==> src/teq_pkg.sv <==
// shared types, constants and helper functions for the timestamp ordered event queue
// used by teq_ctrl and timestamp_ordered_event_queue; no dependencies
package teq_pkg;

   // queue geometry
   localparam int QUEUE_DEPTH = 32;
   localparam int ADDR_W      = $clog2(QUEUE_DEPTH);
   localparam int CNT_W       = $clog2(QUEUE_DEPTH + 1);
   localparam int PTR_W       = ADDR_W + 1;
   localparam int FILL_W      = 6;

   localparam logic [CNT_W-1:0] COUNT_FULL = CNT_W'(QUEUE_DEPTH);
   localparam logic [PTR_W-1:0] DEPTH_WRAP = PTR_W'(QUEUE_DEPTH);

   // stream word layout
   localparam int REQ_TDATA_W = 56;
   localparam int RSP_TDATA_W = 64;
   localparam int RSP_TUSER_W = 3;
   localparam int RSP_PAD_W   = RSP_TDATA_W - 62;

   // request kinds
   localparam logic REQ_INSERT = 1'b0;
   localparam logic REQ_POP    = 1'b1;

   // status codes
   localparam logic [1:0] STATUS_OK    = 2'd0;
   localparam logic [1:0] STATUS_FULL  = 2'd1;
   localparam logic [1:0] STATUS_EMPTY = 2'd2;

   typedef struct packed {
      logic [15:0]        payload;
      logic [7:0]         microstep;
      logic signed [31:0] timestamp;
   } entry_type;

   localparam int ENTRY_W = $bits(entry_type);

   typedef struct packed {
      logic [FILL_W-1:0] fill_count;
      entry_type         ent;
      logic              out_valid;
      logic [1:0]        status;
   } rsp_type;

   // true when a sorts strictly after b: signed timestamp, then microstep
   function automatic logic key_gt(input entry_type a, input entry_type b);
      logic [39:0] ka;
      logic [39:0] kb;
      ka = {~a.timestamp[31], a.timestamp[30:0], a.microstep};
      kb = {~b.timestamp[31], b.timestamp[30:0], b.microstep};
      return ka > kb;
   endfunction

   // physical slot of a logical position in the circular store
   function automatic logic [ADDR_W-1:0] phys_addr(input logic [ADDR_W-1:0] base,
                                                   input logic [ADDR_W-1:0] offs);
      logic [PTR_W-1:0] sum;
      sum = {1'b0, base} + {1'b0, offs};
      if (sum >= DEPTH_WRAP) begin
         sum = sum - DEPTH_WRAP;
      end
      return sum[ADDR_W-1:0];
   endfunction

endpackage

==> src/teq_ram.sv <==
// generic simple dual port ram, one write and one registered read per cycle
// no dependencies
module teq_ram #(
   parameter int DATA_W = 56,
   parameter int DEPTH  = 32,
   parameter int ADDR_W = $clog2(DEPTH)
) (
   input  logic              clock,
   input  logic              wr_en,
   input  logic [ADDR_W-1:0] wr_addr,
   input  logic [DATA_W-1:0] wr_data,
   input  logic [ADDR_W-1:0] rd_addr,
   output logic [DATA_W-1:0] rd_data
);

   logic [DATA_W-1:0] mem [DEPTH];
   logic [DATA_W-1:0] rd_data_ff;

   always_ff @(posedge clock) begin
      if (wr_en) begin
         mem[wr_addr] <= wr_data;
      end
      rd_data_ff <= mem[rd_addr];
   end

   assign rd_data = rd_data_ff;

endmodule

==> src/teq_ctrl.sv <==
// sequencer of the event queue: circular store in teq_ram, head cache, insertion scan
// depends on teq_pkg and teq_ram
module teq_ctrl (
   input  logic               clock,
   input  logic               reset,
   input  logic               start,
   input  logic               req_kind,
   input  teq_pkg::entry_type req_ent,
   output logic               ready,
   output logic               res_pend,
   output teq_pkg::rsp_type   res,
   input  logic               res_take
);

   localparam logic [1:0] ST_IDLE  = 2'd0;
   localparam logic [1:0] ST_SCAN  = 2'd1;
   localparam logic [1:0] ST_PLACE = 2'd2;
   localparam logic [1:0] ST_POPLD = 2'd3;

   logic [1:0]                  state_ff, state_in;
   logic [teq_pkg::ADDR_W-1:0]  head_ptr_ff, head_ptr_in;
   logic [teq_pkg::CNT_W-1:0]   count_ff, count_in;
   logic [teq_pkg::ADDR_W-1:0]  cur_ff, cur_in;
   teq_pkg::entry_type          head_ent_ff, head_ent_in;
   teq_pkg::entry_type          new_ent_ff, new_ent_in;
   teq_pkg::rsp_type            res_ff, res_in;
   logic                        res_pend_ff, res_pend_in;

   logic                        wr_en;
   logic [teq_pkg::ADDR_W-1:0]  wr_addr;
   teq_pkg::entry_type          wr_ent;
   logic [teq_pkg::ADDR_W-1:0]  rd_addr;
   logic [teq_pkg::ENTRY_W-1:0] rd_data;
   teq_pkg::entry_type          rd_ent;
   teq_pkg::entry_type          ins_head;
   logic [teq_pkg::CNT_W-1:0]   count_dec;
   logic [teq_pkg::CNT_W-1:0]   count_inc;

   teq_ram #(
      .DATA_W (teq_pkg::ENTRY_W),
      .DEPTH  (teq_pkg::QUEUE_DEPTH),
      .ADDR_W (teq_pkg::ADDR_W)
   ) u_ram (
      .clock   (clock),
      .wr_en   (wr_en),
      .wr_addr (wr_addr),
      .wr_data (wr_ent),
      .rd_addr (rd_addr),
      .rd_data (rd_data)
   );

   assign rd_ent    = rd_data;
   assign count_dec = count_ff - 1'b1;
   assign count_inc = count_ff + 1'b1;
   // equal keys keep the older head
   assign ins_head  = teq_pkg::key_gt(head_ent_ff, req_ent) ? req_ent : head_ent_ff;

   always_comb begin
      state_in    = state_ff;
      head_ptr_in = head_ptr_ff;
      count_in    = count_ff;
      cur_in      = cur_ff;
      head_ent_in = head_ent_ff;
      new_ent_in  = new_ent_ff;
      res_in      = res_ff;
      res_pend_in = res_pend_ff;
      wr_en       = 1'b0;
      wr_addr     = teq_pkg::phys_addr(head_ptr_ff, cur_ff + 1'b1);
      wr_ent      = new_ent_ff;
      rd_addr     = teq_pkg::phys_addr(head_ptr_ff, cur_ff - 1'b1);

      if (res_take) begin
         res_pend_in = 1'b0;
      end

      case (state_ff)
         ST_IDLE: begin
            if (start) begin
               res_pend_in = 1'b1;
               res_in      = '0;
               if (req_kind == teq_pkg::REQ_INSERT) begin
                  if (count_ff == teq_pkg::COUNT_FULL) begin
                     res_in.status     = teq_pkg::STATUS_FULL;
                     res_in.out_valid  = 1'b1;
                     res_in.ent        = head_ent_ff;
                     res_in.fill_count = teq_pkg::FILL_W'(count_ff);
                  end else if (count_ff == '0) begin
                     wr_en             = 1'b1;
                     wr_addr           = head_ptr_ff;
                     wr_ent            = req_ent;
                     head_ent_in       = req_ent;
                     count_in          = count_inc;
                     res_in.status     = teq_pkg::STATUS_OK;
                     res_in.out_valid  = 1'b1;
                     res_in.ent        = req_ent;
                     res_in.fill_count = teq_pkg::FILL_W'(count_inc);
                  end else begin
                     // start the scan at the tail entry
                     new_ent_in        = req_ent;
                     cur_in            = count_dec[teq_pkg::ADDR_W-1:0];
                     rd_addr           = teq_pkg::phys_addr(head_ptr_ff,
                                                            count_dec[teq_pkg::ADDR_W-1:0]);
                     head_ent_in       = ins_head;
                     count_in          = count_inc;
                     state_in          = ST_SCAN;
                     res_in.status     = teq_pkg::STATUS_OK;
                     res_in.out_valid  = 1'b1;
                     res_in.ent        = ins_head;
                     res_in.fill_count = teq_pkg::FILL_W'(count_inc);
                  end
               end else begin
                  if (count_ff == '0) begin
                     res_in.status     = teq_pkg::STATUS_EMPTY;
                     res_in.fill_count = teq_pkg::FILL_W'(count_ff);
                  end else begin
                     res_in.status     = teq_pkg::STATUS_OK;
                     res_in.out_valid  = 1'b1;
                     res_in.ent        = head_ent_ff;
                     res_in.fill_count = teq_pkg::FILL_W'(count_dec);
                     count_in          = count_dec;
                     head_ptr_in       = teq_pkg::phys_addr(head_ptr_ff,
                                                            teq_pkg::ADDR_W'(1));
                     // fetch the next head into the cache
                     rd_addr           = teq_pkg::phys_addr(head_ptr_ff,
                                                            teq_pkg::ADDR_W'(1));
                     if (count_dec != '0) begin
                        state_in = ST_POPLD;
                     end
                  end
               end
            end
         end

         ST_SCAN: begin
            if (teq_pkg::key_gt(rd_ent, new_ent_ff)) begin
               // move the larger entry up one slot
               wr_en  = 1'b1;
               wr_ent = rd_ent;
               if (cur_ff == '0) begin
                  state_in = ST_PLACE;
               end else begin
                  cur_in = cur_ff - 1'b1;
               end
            end else begin
               wr_en    = 1'b1;
               wr_ent   = new_ent_ff;
               state_in = ST_IDLE;
            end
         end

         ST_PLACE: begin
            wr_en    = 1'b1;
            wr_addr  = head_ptr_ff;
            wr_ent   = new_ent_ff;
            state_in = ST_IDLE;
         end

         ST_POPLD: begin
            head_ent_in = rd_ent;
            state_in    = ST_IDLE;
         end

         default: begin
            state_in = ST_IDLE;
         end
      endcase
   end

   always_ff @(posedge clock) begin
      if (reset) begin
         state_ff    <= ST_IDLE;
         head_ptr_ff <= '0;
         count_ff    <= '0;
         res_pend_ff <= 1'b0;
      end else begin
         state_ff    <= state_in;
         head_ptr_ff <= head_ptr_in;
         count_ff    <= count_in;
         res_pend_ff <= res_pend_in;
      end
      cur_ff      <= cur_in;
      head_ent_ff <= head_ent_in;
      new_ent_ff  <= new_ent_in;
      res_ff      <= res_in;
   end

   assign ready    = (state_ff == ST_IDLE) && !res_pend_ff;
   assign res_pend = res_pend_ff;
   assign res      = res_ff;

endmodule

==> src/timestamp_ordered_event_queue.sv <==
// top level of the timestamp ordered event queue: stream ports and output word register
// depends on teq_pkg and teq_ctrl
// a response word passes through the sequencer's result register and then the output word register
// a new request is taken only once the previous one is done and its result has moved on; an insert
// into a non-empty, non-full store first moves each stored entry that sorts after the new event, one move per cycle
// reset clears count, head pointer, sequencer state and handshake state; the entry ram itself is not cleared
module timestamp_ordered_event_queue (
   input  logic                            clock,
   input  logic                            reset,
   // request stream
   input  logic                            req_tvalid,
   output logic                            req_tready,
   // ev_timestamp[31:0], ev_microstep[39:32], ev_payload[55:40]
   input  logic [teq_pkg::REQ_TDATA_W-1:0] req_tdata,
   // req_type[0]: insert or pop
   input  logic                            req_tuser,
   // response stream
   output logic                            rsp_tvalid,
   input  logic                            rsp_tready,
   // out_timestamp[31:0], out_microstep[39:32], out_payload[55:40], fill_count[61:56]
   output logic [teq_pkg::RSP_TDATA_W-1:0] rsp_tdata,
   // status[1:0], out_valid[2]
   output logic [teq_pkg::RSP_TUSER_W-1:0] rsp_tuser
);

   teq_pkg::entry_type req_ent;
   logic               start;
   logic               ctl_ready;
   logic               res_pend;
   teq_pkg::rsp_type   res;
   logic               res_take;

   // output word register
   logic               rsp_valid_ff, rsp_valid_in;
   teq_pkg::rsp_type   rsp_ff, rsp_in;

   // unpack the request word
   assign req_ent.timestamp = req_tdata[31:0];
   assign req_ent.microstep = req_tdata[39:32];
   assign req_ent.payload   = req_tdata[55:40];

   // a request is taken only while the sequencer is idle and its result slot is free
   assign req_tready = ctl_ready;
   assign start      = req_tvalid && ctl_ready;

   teq_ctrl u_ctrl (
      .clock    (clock),
      .reset    (reset),
      .start    (start),
      .req_kind (req_tuser),
      .req_ent  (req_ent),
      .ready    (ctl_ready),
      .res_pend (res_pend),
      .res      (res),
      .res_take (res_take)
   );

   // move a finished result into the output register when it is empty or draining
   assign res_take = res_pend && (!rsp_valid_ff || rsp_tready);

   always_comb begin
      rsp_valid_in = rsp_valid_ff;
      rsp_in       = rsp_ff;
      if (rsp_valid_ff && rsp_tready) begin
         rsp_valid_in = 1'b0;
      end
      if (res_take) begin
         rsp_valid_in = 1'b1;
         rsp_in       = res;
      end
   end

   always_ff @(posedge clock) begin
      if (reset) begin
         rsp_valid_ff <= 1'b0;
      end else begin
         rsp_valid_ff <= rsp_valid_in;
      end
      rsp_ff <= rsp_in;
   end

   // pack the response word
   assign rsp_tvalid = rsp_valid_ff;
   assign rsp_tdata  = {{teq_pkg::RSP_PAD_W{1'b0}}, rsp_ff.fill_count, rsp_ff.ent.payload,
                        rsp_ff.ent.microstep, rsp_ff.ent.timestamp};
   assign rsp_tuser  = {rsp_ff.out_valid, rsp_ff.status};

endmodule
==> config.mk <==
export PLATFORM = sky130hd
export DESIGN_NAME = timestamp_ordered_event_queue
export DESIGN_NICKNAME = d
export VERILOG_FILES = /design/src/teq_pkg.sv /design/src/teq_ram.sv /design/src/teq_ctrl.sv /design/src/timestamp_ordered_event_queue.sv
export SDC_FILE = /design/constraint.sdc
export NUM_CORES = 2
export LEC_CHECK = 0
export ABC_AREA = 1
export BUFFER_PORTS_ARGS = -buffer_cell sky130_fd_sc_hd__buf_2
export CORE_MARGIN = 8
export CORE_UTILIZATION = 60
export CTS_BUF_LIST = sky130_fd_sc_hd__clkbuf_4 sky130_fd_sc_hd__clkbuf_8
export CTS_CLUSTER_DIAMETER = 120
export DETAILED_ROUTE_END_ITERATION = 6
export PLACE_DENSITY = 0.76
export SKIP_CTS_REPAIR_TIMING = 1
export SLEW_MARGIN = 30
export SYNTH_ARGS = -nofsm -noshare
export SYNTH_HDL_FRONTEND = slang
export SYNTH_SLANG_ARGS = --single-unit
==> constraint.sdc <==
create_clock -name clock -period 19 [get_ports clock]
set_clock_uncertainty 0.1 [all_clocks]
set_input_delay 3.8 -clock clock [delete_from_list [all_inputs] [get_ports clock]]
set_output_delay 3.8 -clock clock [all_outputs]
set_load 0.05 [all_outputs]
; Word level (Yosys, flattened, before mapping)
; Memory sizes are Yosys's and may differ from the RTL's. A register that Yosys moved wholly into a read port is not among the register bits.
; Cells that the tools add are included.
[totals]
reg_bits = 262
latch_bits = 0
mem_bits_rw = 1792
mem_bits_ro = 0
word_cells = 150
memories = 1
[mem_list]
columns = memory, words, width, rd, rd_clocked_by_memory_dff, wr, line
row1 = u_ctrl.u_ram.mem, 32, 56, 1, 1, 1, teq_ram.sv:16  ; logic [DATA_W-1:0] mem [DEPTH];
[op_classes]
n_addsub = 12
n_mul = 0
n_div = 0
n_lt_le_gt_ge = 6
eq_ne = 14
n_shift = 0
mux = 63
bitwise = 7
reduce_logical = 23
[op_table]
columns = op, count
row1 = 2-to-1 mux 56 bit, 10
row2 = case mux 56 bit (2 select lines), 2
row3 = 2-to-1 mux 65 bit, 2
row4 = 2-to-1 mux 5 bit, 20
row5 = > comparator 40 bit, 2
row6 = 2-to-1 mux 59 bit, 1
row7 = 2-to-1 mux 57 bit, 1
row8 = "subtractor 5 x 1 -> 5 bit, second input constant", 5
row9 = ">= comparator 6 bit, second input constant", 4
row10 = case mux 5 bit (2 select lines), 2
row11 = adder 5 x 5 -> 6 bit, 3
row12 = 2-to-1 mux 2 bit, 9
row13 = 2-to-1 mux 6 bit, 3
row14 = "inequality test 2 bit, second input constant", 6
row15 = 2-to-1 mux 1 bit, 11
row16 = AND reduction 5 bit, 2
row17 = AND reduction 4 bit, 2
row18 = NOT 1 bit, 7
row19 = AND reduction 7 bit, 1
row20 = "adder 5 x 1 -> 6 bit, second input constant", 1
row21 = "adder 6 x 1 -> 6 bit, second input constant", 1
row22 = "equality test 6 bit, second input constant", 1
row23 = logical NOT 6 bit, 1
row24 = "inequality test 3 bit, second input constant", 2
row25 = other kinds (18), 26

; Longest topological paths before layout
[depth]
depth_word = 9
mapped_depth = 18
depth_no_buf = 16

; Hierarchy
; A second synthesis with hierarchy kept.
[unflattened]
hier_cells = 8209
hier_area_um2 = 90187.7
[modules_own_cells]
columns = module, instances, cells_each, area_each_um2, seq_area_each_um2
row1 = teq_ram, 1, 6150, 73406.7, 54932.7
row2 = teq_ctrl, 1, 1983, 14755.4, 5745.5
row3 = timestamp_ordered_event_queue, 1, 76, 2025.7, 1971.9

; Least setup slack after synthesis
; No wires, ideal clock.
[synth_path]
path_type = input to register
start = input req_tvalid
end = register u_ctrl.head_ent_ff[0] (netlist name) (enable)
setup_time_ns = 0.488
arrival_ns = 8.282
path_slack_ns = 10.130
stages = 4
n_path_buf = 0
path_cell_list = nand3_2 inv_1 a21oi_1 a21oi_1
[synth_between]
elab_chain_cells = 3
[synth_rtl]
columns = item, line
row1 = start: declaration, timestamp_ordered_event_queue.sv:11  ; input logic req_tvalid,
row2 = logical AND 1 bit, timestamp_ordered_event_queue.sv:44  ; assign start = req_tvalid && ctl_ready;
row3 = inequality test 2 bit (no line), --
row4 = AND reduction 4 bit (no line), --
row5 = end signal: assignment, teq_ctrl.sv:182  ; head_ent_ff <= head_ent_in;
row6 = end: declaration, teq_ctrl.sv:24  ; teq_pkg::entry_type head_ent_ff, head_ent_in;
; No other way between the ends.
; A chain may end at the register's enable or synchronous reset.

; Worst setup path after layout
[layout_path]
start = input req_tuser
end = register u_ctrl.u_ram.rd_data_ff[47] (netlist: u_ctrl.u_ram.rd_data[47]), read port of u_ctrl.u_ram.mem
[layout_between]
elab_chain_cells = 3
[layout_rtl]
columns = item, line
row1 = start: declaration, timestamp_ordered_event_queue.sv:16  ; input logic req_tuser,
row2 = 2-to-1 mux 5 bit, teq_ctrl.sv:81  ; if (req_kind == teq_pkg::REQ_INSERT) begin
row3 = 2-to-1 mux 5 bit, teq_ctrl.sv:78  ; if (start) begin
row4 = 2-to-1 mux 5 bit, teq_ctrl.sv:76  ; case (state_ff)
row5 = end: declaration, teq_ram.sv:17  ; logic [DATA_W-1:0] rd_data_ff;
; No other way between the ends.

==> summary.md <==
| Metric | Value |
|---|---|
| Status | `completed` |
| Final Cycle Share | `43.1%` |
| Largest net degree at the start of global routing | `184` |
| Max Slew Vio Count | `0` |
| Detailed Routing Iterations Pass 1 | `7` |
| CP bufs+invs | `6` |
| Max_slew headroom | `approximately 29%` |
| Gr ovfl total | `0` |
| CP required | `19.82 ns` |
| Area grow syn2layout | `9.59%` |
| Setup WS pre-CTS | `9.74 ns` |
| Drt wl/cell | `about 23 um` |
| # port buffers | `127` |
| Core area | `approximately 0.16 sq mm` |
| Synth area leaders | `edfxtp_1, nand3_1, nand2_1` |
| Crit path cell chain | `buf_2, nor2_4, buf_4, nand3_1, nand3b_1, buf_4, buf_4, buf_4, buf_4, nand3_1, nand3_1, nand2_1, nand2_1, nand2_1` |
| Clk slew on worst S/H paths | `0.06 ns` |
| Asr flop ratio synth | `0%` |
| Top_reg_cell synth | `edfxtp_1` |
| Worst hold-check path type | `flop to flop` |
| Syn Std Cell Area | `0.0950 sq mm` |
| Clk_lat worst skew | `1.05 ns` |
| Via count | `between 60000 and 70000` |
| Initial antenna violation count | `6` |
| Most frequent cell after synthesis | `nand3_1` |
| Largest family of logic cells by synthesized area | `simple AND/OR/NAND/NOR gates` |
| Synth cell types | `42` |
| Sequential cell area fraction in the yosys report | `around 66%` |
| Final worst setup slack | `10.81 ns` |
| R2R depth | `17` |
| Worst Tran Pin Value | `1.07 ns` |
| MaxCap Viol Count | `0` |
| # DRC | `0` |
| Final Critical Period | `8.19 ns` |
| Count of final setup violators | `0` |
| Final WL | `264 mm` |
| Yosys reg bits | `2110` |
| Critical path fanouts, max | `59` |
| Root buffer cell | `clkbuf_8` |
| Synth Warn # | `0` |
| Synth Area in Compound Gates | `1.17%` |
| WHS Path Cells | `0` |
| Crit path depth | `14` |
| Die footprint | `0.171 sq mm` |
| Cell mode on critical path | `buf_4` |
| Worst path slowest cell | `buf_4` |
| Share of cells above drive strength 1 | `under 10%` |
| WP data arrival | `9.01 ns` |
| CP delay by family, top | `buffers and inverters` |
| Number of global-route vias before repair | `66000` |
| Setup Crit Path Kind | `input pin to flop` |
| Max Clock Freq | `122 MHz` |
| First-pass GRT wire length | `around 390 mm` |
| Setup_tns | `0 ns` |
| Die Ht | `414 um` |
| R2R Setup Slk | `12.53 ns` |
| Top-area cell type share of the netlist area | `64.5%` |
| Hold_sp | `u_ctrl.res[36]$_DFFE_PP_` |
| EDFF count, synth | `2039` |
| Clk sink count | `2110` |
| Global Route Usage Sum | `30.1%` |
| Synth Area in XOR/XNOR | `0.212%` |
| Syn Inst Count | `9007` |
| I/O pin cnt | `130` |
| Clk buf depth | `4` |
| Hold EP | `rsp_tdata[33]$_DFFE_PP_` |
| Final Wtd Congestion | `0.900` |
| Row count | `roughly 150` |
| Vias per cell | `6.08` |
| Startpoint types | `input pin` |
| Mux cell area share after synthesis | `0%` |
| Post-Synth Adder-Cell Area | `roughly 1.4%` |
| CTS tree | `yes` |
| H-tree depth | `5` |
| RSZ-0062 raised after global routing | `no` |
| Post-DRT Antenna Nets | `0` |
| Crit. Startpoint | `req_tuser` |
| Reg-to-reg endpoint | `u_ctrl.u_ram.rd_data[47]$_DFF_P_` |
| Largest area contributor in the netlist | `edfxtp_1` |
| Post-DP HPWL | `144 mm` |
| Die width | `414 um` |
| Setup crit end kind | `flop` |
| Post-Synth Simple-Gate Area | `between 20 and 25%` |
| Initial DRC Count | `10800` |
| Commonest cells post-synth | `nand3_1, edfxtp_1, nand2_1` |
| Num CTS Buffers | `~340` |
| Initial Util | `60.2%` |
| Post-Syn Area per Cell | `10.5 sq um` |
| Final Hold Viols | `0` |
| Nets | `9227` |
| Max stage delay on crit path | `between 0.8 and 0.9 ns` |
| Worst flop-to-flop path startpoint | `u_ctrl.count_ff[0]$_SDFFE_PP0P_` |
[cell type report]
| class | instances | area [sq um] |
|---|---|---|
| fillers | 11300 | 53800 |
| well taps | 2072 | 2590 |
| flip-flops and latches | 2110 | 62700 |
| clock inverters | 109 | 681 |
| inverters | 1410 | 5310 |
| diodes | 3 | 7.51 |
| repair buffers | 264 | 1910 |
| clock buffers | 489 | 6000 |
| multi-input cells | 4931 | 24900 |
[metrics by stage]
stage	instances	instance area [sq um]	utilization, %	hold WS, ns
2_1_floorplan	9008	95000	-	0.300
4_1_cts	11400	104000	65.9	0.308
6_report	11400	104000	65.9	0.308
3_3_place_gp	10800	97100	61.5	0.300
3_5_place_dp	10800	97300	61.6	0.305
5_1_grt	11400	104000	65.9	0.313
[worst register-to-register path, stage by stage, from the launching register on]
cell and delay (ns):
dfxtp_1 0.47, inv_1 0.17, ha_1 0.33, nand3_2 0.18
nor2_2 0.10, nor2_4 0.08, buf_4 0.53, nand3_1 0.23
nand3b_1 0.39, buf_4 0.67, buf_4 0.73, buf_4 0.90
buf_4 0.84, nand3_1 0.18, nand3_1 0.23, nand2_1 0.09
nand2_1 0.08, nand2_1 0.05
[metal layers]
layer,GRT usage (%),wire length (um)
met5,0,0
met4,11.8,10200
met3,7.41,38100
met2,45.8,117000
met1,42.0,97800
[sequential cells by signal (all words and copies together) (netlist names)]
name and count:
rsp_tdata 62, rsp_tuser 3, rsp_tvalid 1, u_ctrl.count_ff 6, u_ctrl.cur_ff 5, u_ctrl.head_ent_ff 56
u_ctrl.head_ptr_ff 5, u_ctrl.new_ent_ff 56, u_ctrl.res 65, u_ctrl.res_pend 1, u_ctrl.state_ff 2, u_ctrl.u_ram.mem 1792
u_ctrl.u_ram.rd_data 56
[cells in the final DEF (no fill, tap or decap), types with 11 or more instances in the layout]
master,netlist,layout
buf_4,26,115
buf_2,302,127
clkinv_2,0,35
dfxtp_1,71,71
nor3_1,11,11
o21ai_0,36,35
nand3b_1,393,393
ha_1,102,101
xor2_1,17,17
nand3_1,2260,2232
clkbuf_8,0,372
nand2_1,1852,1847
inv_1,1401,1396
nand3_2,3,30
a22oi_1,57,57
a21oi_1,63,60
clkbuf_4,0,117
nor2_4,3,37
edfxtp_1,2039,2039
nor2_1,76,42
clkinv_1,0,63
[kinds of logic (layout without fill, tap and decap cells)]
group,count (synthesis),in the layout
simple gates,4619,4619
flops,2110,2110
buf+inv,1967,2272
compound gates,182,182
fa+ha+maj,105,105
xor+xnor,23,23
other cells,1,5
[worst max-delay path by stage]
stage	to	slack, ns
floorplan	u_ctrl.head_ent_ff[0]$_DFFE_PP_	10.13
global placement	u_ctrl.u_ram.rd_data[10]$_DFF_P_	9.79
detailed placement	u_ctrl.u_ram.rd_data[10]$_DFF_P_	9.74
CTS	u_ctrl.u_ram.rd_data[10]$_DFF_P_	10.86
global route	u_ctrl.u_ram.rd_data[34]$_DFF_P_	10.69
finish	u_ctrl.u_ram.rd_data[47]$_DFF_P_	10.81
Power is left out: the tool's default activity adds up to more than one toggle a clock period on the data nets, which glitch-free logic cannot reach.
